--- src/sv/wft_pkg.sv ---
// wft_pkg: shared constants for the word frequency table
// field widths, status codes and default sizes; no dependencies
package wft_pkg;

  localparam int unsigned MAX_ENTRIES_DEF    = 256;
  localparam int unsigned MAX_WORD_BYTES_DEF = 32;

  localparam int unsigned BYTE_W  = 8;
  localparam int unsigned INDEX_W = 8;
  localparam int unsigned COUNT_W = 32;
  localparam int unsigned STAT_W  = 2;

  localparam logic [STAT_W-1:0] ST_OK   = 2'd0;
  localparam logic [STAT_W-1:0] ST_LONG = 2'd1;
  localparam logic [STAT_W-1:0] ST_FULL = 2'd2;

endpackage

--- src/sv/wft_cell.sv ---
// wft_cell: one byte cell of the pending word shift chain
// holds a byte, hands it to the next cell and compares it with a stored byte
module wft_cell #(
  parameter int unsigned LEN_W = 6,
  parameter int unsigned IDX   = 0
) (
  input  logic                       clk_i,
  input  logic                       shift_i,
  input  logic [wft_pkg::BYTE_W-1:0] byte_i,
  input  logic [LEN_W-1:0]           len_i,
  input  logic [wft_pkg::BYTE_W-1:0] row_byte_i,
  output logic [wft_pkg::BYTE_W-1:0] byte_o,
  output logic                       hit_o
);

  logic [wft_pkg::BYTE_W-1:0] byte_q;

  always_ff @(posedge clk_i) begin
    if (shift_i) begin
      byte_q <= byte_i;
    end
  end

  assign byte_o = byte_q;
  // cells past the word length do not take part
  assign hit_o  = (len_i <= LEN_W'(IDX)) || (byte_q == row_byte_i);

endmodule

--- config.mk ---
export PLATFORM = sky130hd
export DESIGN_NAME = wft_cell
export DESIGN_NICKNAME = d
export VERILOG_FILES = /design/src/sv/wft_pkg.sv /design/src/sv/wft_cell.sv
export SDC_FILE = /design/constraint.sdc
export NUM_CORES = 1
export LEC_CHECK = 0
export ABC_AREA = 1
export BUFFER_PORTS_ARGS = -buffer_cell sky130_fd_sc_hd__buf_2
export CORE_AREA = 2 2 39 41
export DETAILED_ROUTE_END_ITERATION = 8
export DIE_AREA = 0 0 41 43
export PLACE_DENSITY_LB_ADDON = 0.15
export SLEW_MARGIN = 20
export SYNTH_ARGS = -nofsm -noshare
export SYNTH_HDL_FRONTEND = slang
export SYNTH_SLANG_ARGS = --single-unit
--- constraint.sdc ---
create_clock -name clk_i -period 1.7 [get_ports clk_i]
set_input_delay 0 -clock clk_i [delete_from_list [all_inputs] [get_ports clk_i]]
set_output_delay 0 -clock clk_i [all_outputs]
set_load 0.1 [all_outputs]
Word-level counts from Yosys, hierarchy flattened
Cells that the tools add are included.

word-level totals
  logic and storage cells = 4
  output and inout port bits = 9
  register bits = 8
  bits of input ports = 24

operators by class
  eq/ne operators = 1
  reduce and logical (&&, ||, !) cells = 1
  magnitude comparators = 1

operators with widths
  kind                                                                   count
  8-bit equality test                                                    1
  6-bit by 1-bit <= comparator with 1-bit output, second input constant  1
  1-bit logical OR                                                       1

Logic depth before layout (Yosys ltp)
Gate-level depths: netlist (run 1).

  word-level depth = 2
  mapped depth = 7
  mapped depth without buffers = 7

Least setup slack after synthesis (run 1)
Ideal clock, no wire load.

  path kind = reg2out
  start point = register byte_q (netlist bit byte_o[3])
  end point = output port hit_o
  path slack = -0.267 ns
  data arrival time = 1.967 ns
  buffers on the path = 0
  stages on the path, launching flop included = 6
  cell sequence = edfxtp_1 > xnor2_1 > nand2_1 > nor2_1 > nand2_1 > nand2_1

on the way
  longest elaborated chain between the ends = 2

ends and longest elaborated chain
  what                      line            text
  start: declaration        wft_cell.sv:16  logic [wft_pkg::BYTE_W-1:0] byte_q;
  start signal: assignment  wft_cell.sv:20  byte_q <= byte_i;
  8-bit equality test       wft_cell.sv:26  assign hit_o = (len_i <= LEN_W'(IDX)) || (byte_q == row_byte_i);
  1-bit logical OR          wft_cell.sv:26
  end: declaration          wft_cell.sv:13  output logic hit_o

Every way passes these cells.

Worst setup path after layout (run 1)
Same ends and word-level chain as after synthesis.

==> results.py, run 1 <==
metrics = {
    "clock_tree": {
        "tritoncts": "yes",
        "cts.repair.resized": 0,
        "clkSlewWorstSetupHoldPaths_ns": 0.05,
        "clockBufferDepth": 2,
        "htree_levels": 1,
        "cts_buffers": 3,
        "cts_sinks": 8,
        "cts-root-buf": "clkbuf_4",
    },
    "floorplanning": {
        "die-area_sq_mm": 0.00176,
        "placementRows": 14,
        "pin_count": 33,
        "core_area_sq_mm": 0.00138,
        "fp.dieH_um": 43,
        "initial_core_util_pct": 29.4,
        "die_w_um": 41,
    },
    "timing": {
        "tns_ns": 0,
        "final_max_slew_viol_count": 0,
        "clock.fmax_mhz": 666,
        "holdWs_ns": 0.0952,
        "hold_violations": 0,
        "finalCritPeriodShare_pct": 88.3,
        "finalSetupViolations": 0,
        "tightest_slew_ns": 0.491,
        "rsz0062_at_grt": "false",
        "final.min_clock_period_ns": 1.50,
        "relSlewSlack_pct": 67.5,
    },
    "logic_synthesis": {
        "syn_area_per_cell_sq_um": 8.47,
        "synth_cell_types": 6,
        "synth.top_cell.area_share_pct": 59.1,
        "syn_inst": 48,
        "synthTopCellsByArea": "edfxtp_1 59%, nand2_1 19%, inv_1 9.2%",
        "yosys_warnings": 0,
        "yosysSeqAreaShare_pct": 59.1,
        "synth_nets": 72,
        "syn_area_sq_um": 407,
        "synth-seq-cells": 8,
        "synth_top_area_cell": "edfxtp_1",
    },
    "worst_setup_path": {
        "crit_slowest_cell": "buf_2",
        "worst_ep_arrival_time_ns": 1.50,
        "path_cells": "xnor2_1 -> nand2_1 -> nor2_1 -> nand2_1 -> nand2_4 -> buf_2",
        "cp_common_cell": "nand2_1",
        "cp.depth": 6,
        "critPathTopFamily": "buffers and inverters",
        "critPathLaunchType": "flip-flop",
        "end_kind": "output pin",
        "critPathMaxFanout": 2,
        "path_buf_inv": 1,
        "cp.required_ns": 1.70,
        "max_stage_delay_ns": 0.41,
        "worstSetupPathType": "reg2out",
    },
    "grt": {
        "antenna_found_initial": 0,
        "grt_max_degree": 9,
        "grt_overflow": 0,
        "grt_first_pass_wirelength_mm": 1.16,
        "grt_pass1_vias": 365,
        "grt.total_usage_pct": 10.3,
    },
    "routing": {
        "drt_pre_antenna_iters": 2,
        "wl_um": 767,
        "wl_per_cell_um": 7.17,
        "ant_nets": 0,
        "via_per_inst": 3.81,
        "drc": 0,
        "drt-initial-drc-count": 4,
        "route.vias.total": 408,
    },
    "power": {
        "leakagePower_nw": 0.381,
        "sw_frac_of_total_pct": 35.9,
        "power.share.clock_pct": 22.7,
        "switchingPower_mw": 0.208,
        "power_density_mw_per_mm2": 833,
        "seq_power_share_pct": 42.3,
        "p_int_mw": 0.372,
        "power_frac_comb_pct": 35.0,
        "irDropWorstVdd_mv": 0.477,
    },
    "placement": {
        "place.gp.congestion": 0.589,
        "placedCellCount": 96,
        "dp_hpwl_um": 635,
        "numPortBuffers": 32,
    },
    "run": {
        "max_cap_viol_count": 0,
    },
    "layout": {
        "stdcell_count": 107,
        "final_util_pct": 50.4,
        "drive_gt1_share_pct": 39.6,
        "n_antenna_cell": 0,
        "largest_reg_flops": 8,
        "final_cell_mix": "32 x buf_2, 20 x nand2_1, 10 x inv_1",
        "area_growth_pct": 71.4,
        "nNetsFinal": 117,
        "final_common_cell": "buf_2",
    },
    "run_status": {
        "status": "finished clean",
    },
    "hold_path": {
        "worstHoldPathType": "in2reg",
        "min_path_cells": 1,
    },
}
synth_stat cells:
cell and count:
xnor2_1 3, nand2_1 21, nor2_1 5, nand3_1 1
inv_1 10, edfxtp_1 8
power by group through the flow:
stage,registers (mW),clock network (mW),logic (mW)
floorplan,0.360,0,0.0325
global placement,0.249,0,0.189
detailed placement,0.250,0,0.191
CTS,0.246,0.138,0.205
global route,0.248,0.150,0.216
finish,0.246,0.132,0.203
kinds of logic (layout without fill, tap and decap cells):
logic type / after synthesis / in the layout / synth area share, %
xor gates and xnor gates: 3 / 3 / 6.46
and+or+nand+nor: 27 / 27 / 25.2
DFF: 8 / 8 / 59.1
buffers and inverters: 10 / 53 / 9.23
per-stage QoR:
| stage | setup slack (ns) | power [mW] | area, sq um |
|---|---|---|---|
| after floorplan | 0.103 | 0.393 | 414 |
| after global routing | 0.0310 | 0.614 | 697 |
| after global placement | 0.429 | 0.438 | 594 |
| after detailed placement | 0.437 | 0.441 | 594 |
| final | 0.199 | 0.581 | 697 |
| after CTS | 0.171 | 0.589 | 697 |
final cells by class:
| class | count | area (sq um) |
|---|---|---|
| Fill cell | 145 | 687 |
| Sequential cell | 8 | 240 |
| Timing Repair Buffer | 40 | 240 |
| Multi-Input combinational cell | 30 | 136 |
| Inverter | 10 | 37.5 |
| Clock buffer | 3 | 22.5 |
| Tap cell | 16 | 20.0 |
per-layer routing:
| metal | GRT usage [%] | up-vias | routed length (um) |
|---|---|---|---|
| met5 | 0 | - | 0 |
| met4 | 10.0 | 0 | 9 |
| met3 | 4.71 | 2 | 90 |
| met2 | 15.9 | 17 | 366 |
| met1 | 8.81 | 159 | 301 |
| li1 | - | 230 | - |
timing repair:
action                    CTS  global route
hold endpoints to repair    8             0
setup buffers               0             0
hold buffers                8             0
worst paths after layout:
check	to	slack, ns	start
min	byte_o[4]	0.1	shift_i
max	hit_o	0.20	byte_o[3]
Note: power is estimated with default switching activity, not from simulation.
==> run 2: changes to the inputs <==
- ABC_AREA: 1 -> not set
==> run 2 against run 1 <==
Effect of this change:
- via count down 22%
- sequential power about the same
- area after synthesis down 15%
- synthesized cell count down 58%
- power up 0.37%
- largest power group unchanged
- highest routed layer is now met3
==> results.py, run 2 <==
metrics = {
    "layout": {
        "final_util_pct": 46.3,
        "nNetsFinal": 89,
        "largest_reg_flops": 8,
        "final_area_sq_um": 641,
        "regArea_sq_um": 240,
        "multi_input_area_sq_um": 118,
        "final_common_cell": "buf_2",
        "final_cell_mix": "32 x buf_2, 8 x xnor2_1, 8 x edfxtp_1, 8 x dlygate4sd3_1, 3 x clkbuf_4",
        "area_growth_pct": 84.8,
        "n_antenna_cell": 0,
        "drive_gt1_share_pct": 57.1,
        "fillers": 135,
    },
    "logic_synthesis": {
        "yosys.area_share.simple_pct": 5.78,
        "synth_cell_types": 5,
        "synth_nets": 44,
        "syn_area_per_cell_sq_um": 17.3,
        "synth-xor-area-share_pct": 20.2,
        "synth_top_family_by_area": "XOR/XNOR gates",
        "synth_edf_count": 8,
        "async_reset_ff_share_pct": 0,
        "synth-compound-area-share_pct": 4.69,
        "syn_inst": 20,
        "synthTopCellsByArea": "edfxtp_1 69%, xnor2_1 20%, o32ai_2 4.7%",
        "synth_common_cells": "8 x edfxtp_1, 8 x xnor2_1, 2 x nand4_1, 1 x o32ai_2, 1 x or4_1",
        "synth-seq-cells": 8,
        "synth.top_cell.area_share_pct": 69.3,
        "yosys_warnings": 0,
        "synth_adder_area_share_pct": 0,
        "synth_top_area_cell": "edfxtp_1",
        "synthMuxAreaShare_pct": 0,
        "yosysSeqAreaShare_pct": 69.3,
        "syn_area_sq_um": 347,
        "synth_ff_type": "edfxtp_1",
    },
    "routing": {
        "route.vias.total": 317,
        "via_per_inst": 4.01,
        "wl_um": 713,
        "wl_per_cell_um": 9.03,
        "drc": 0,
        "drt_pre_antenna_iters": 1,
        "drt-initial-drc-count": 0,
        "ant_nets": 0,
    },
    "hold_path": {
        "min_path_cells": 1,
        "holdCritStartpoint": "shift_i",
        "worstHoldPathType": "in2reg",
    },
    "floorplanning": {
        "die_w_um": 41,
        "die-area_sq_mm": 0.00176,
        "pin_count": 33,
        "core_area_sq_mm": 0.00138,
        "placementRows": 14,
        "initial_core_util_pct": 25.0,
        "fp.dieH_um": 43,
    },
    "grt": {
        "grt_max_degree": 9,
        "antenna_found_initial": 0,
        "grt_pass1_vias": 290,
        "grt_first_pass_wirelength_mm": 1.04,
        "grt_overflow": 0,
        "grt.total_usage_pct": 9.16,
    },
    "clock_tree": {
        "htree_levels": 1,
        "tritoncts": "yes",
        "cts_sinks": 8,
        "post_cts_buffers": 0,
        "cts_buffers": 3,
        "clockBufferDepth": 2,
        "cts-root-buf": "clkbuf_4",
        "clkSlewWorstSetupHoldPaths_ns": 0.05,
    },
    "timing": {
        "clock.fmax_mhz": 638,
        "final_max_slew_viol_count": 0,
        "tightest_slew_ns": 0.489,
        "tns_ns": 0,
        "rsz0062_at_grt": "false",
        "finalCritPeriodShare_pct": 92.2,
        "final.min_clock_period_ns": 1.57,
        "relSlewSlack_pct": 67.6,
        "hold_violations": 0,
        "finalSetupViolations": 0,
    },
    "run": {
        "max_cap_viol_count": 0,
    },
    "power": {
        "irDropWorstVdd_mv": 0.406,
        "power_frac_comb_pct": 34.4,
        "power.share.clock_pct": 23.6,
        "leakagePower_nw": 0.273,
        "power_density_mw_per_mm2": 910,
        "sw_frac_of_total_pct": 35.7,
        "power_mw": 0.583,
        "switchingPower_mw": 0.208,
        "seq_power_share_pct": 42.0,
        "p_int_mw": 0.375,
    },
    "worst_setup_path": {
        "crit_start": "byte_o[5]",
        "worstSetupPathType": "reg2out",
        "critPathLaunchType": "flip-flop",
        "path_cells": "xnor2_1 -> nand4_1 -> o32ai_4 -> buf_2",
        "critPathMaxFanout": 2,
        "max_stage_delay_ns": 0.46,
        "cp.required_ns": 1.70,
        "worst_ep_arrival_time_ns": 1.57,
        "crit_slowest_cell": "buf_2",
        "end_kind": "output pin",
    },
    "placement": {
        "place.gp.congestion": 0.670,
        "numPortBuffers": 32,
        "place_area_sq_um": 538,
    },
    "run_status": {
        "status": "finished clean",
    },
}
## run 2: critical path: cells and delay by family (launching register included)
| kind | cells | cell delay (ns) |
|---|---|---|
| AOI/OAI and AO/OA | 1 | 0.14 |
| and+or+nand+nor | 1 | 0.16 |
| buffers and inverters | 1 | 0.46 |
| DFF | 1 | 0.40 |
| xor gates and xnor gates | 1 | 0.17 |
## run 2: routing by layer
layer	vias to the layer above	global-route usage (%)	wire length, um	part of all wire, %
met3	0	3.14	50	7.0
met1	141	9.40	255	36
met5	-	0	0	0
met4	0	8.00	0	0
li1	163	-	-	-
met2	13	13.8	407	57
## run 2: cell type report
cell class              count  area share, %
well taps                  16           3.13
multi-input cells          12           18.4
repair buffers             40           37.5
clock buffers               3           3.52
flip-flops and latches      8           37.5
## run 2: power groups by stage
| stage | clock [mW] | combinational (mW) | sequential (mW) |
|---|---|---|---|
| 6_report | 0.137 | 0.201 | 0.245 |
| 5_1_grt | 0.156 | 0.209 | 0.247 |
| 4_1_cts | 0.143 | 0.202 | 0.245 |
| 3_5_place_dp | 0 | 0.188 | 0.249 |
| 3_3_place_gp | 0 | 0.188 | 0.249 |
| 2_1_floorplan | 0 | 0.0291 | 0.360 |
## run 2: timing repair
action                                  in CTS  in global routing
endpoints found under the setup margin       0                  0
hold buffers                                 8                  0
resized for setup                            0                  0
hold endpoints to repair                     8                  0
## run 2: path summary, 6_finish.rpt
kind / endpoint / slack [ns]
worst max-delay path: hit_o / 0.13
worst min-delay path: byte_o[2] / 0.1
## run 2: kinds of logic after synthesis
| logic type | after synthesis |
|---|---|
| xor+xnor | 8 |
| compound gates | 1 |
| flops | 8 |
| simple gates | 3 |
## run 2: through the flow
| stage | cells | setup WS, ns | hold slack, ns |
|---|---|---|---|
| after floorplan | 20 | -0.163 | 0.0989 |
| after global placement | 68 | 0.377 | 0.177 |
| after detailed placement | 68 | 0.369 | 0.179 |
| after CTS | 79 | 0.103 | 0.0909 |
| after global routing | 79 | 0.0257 | 0.0945 |
| final | 79 | 0.132 | 0.0977 |
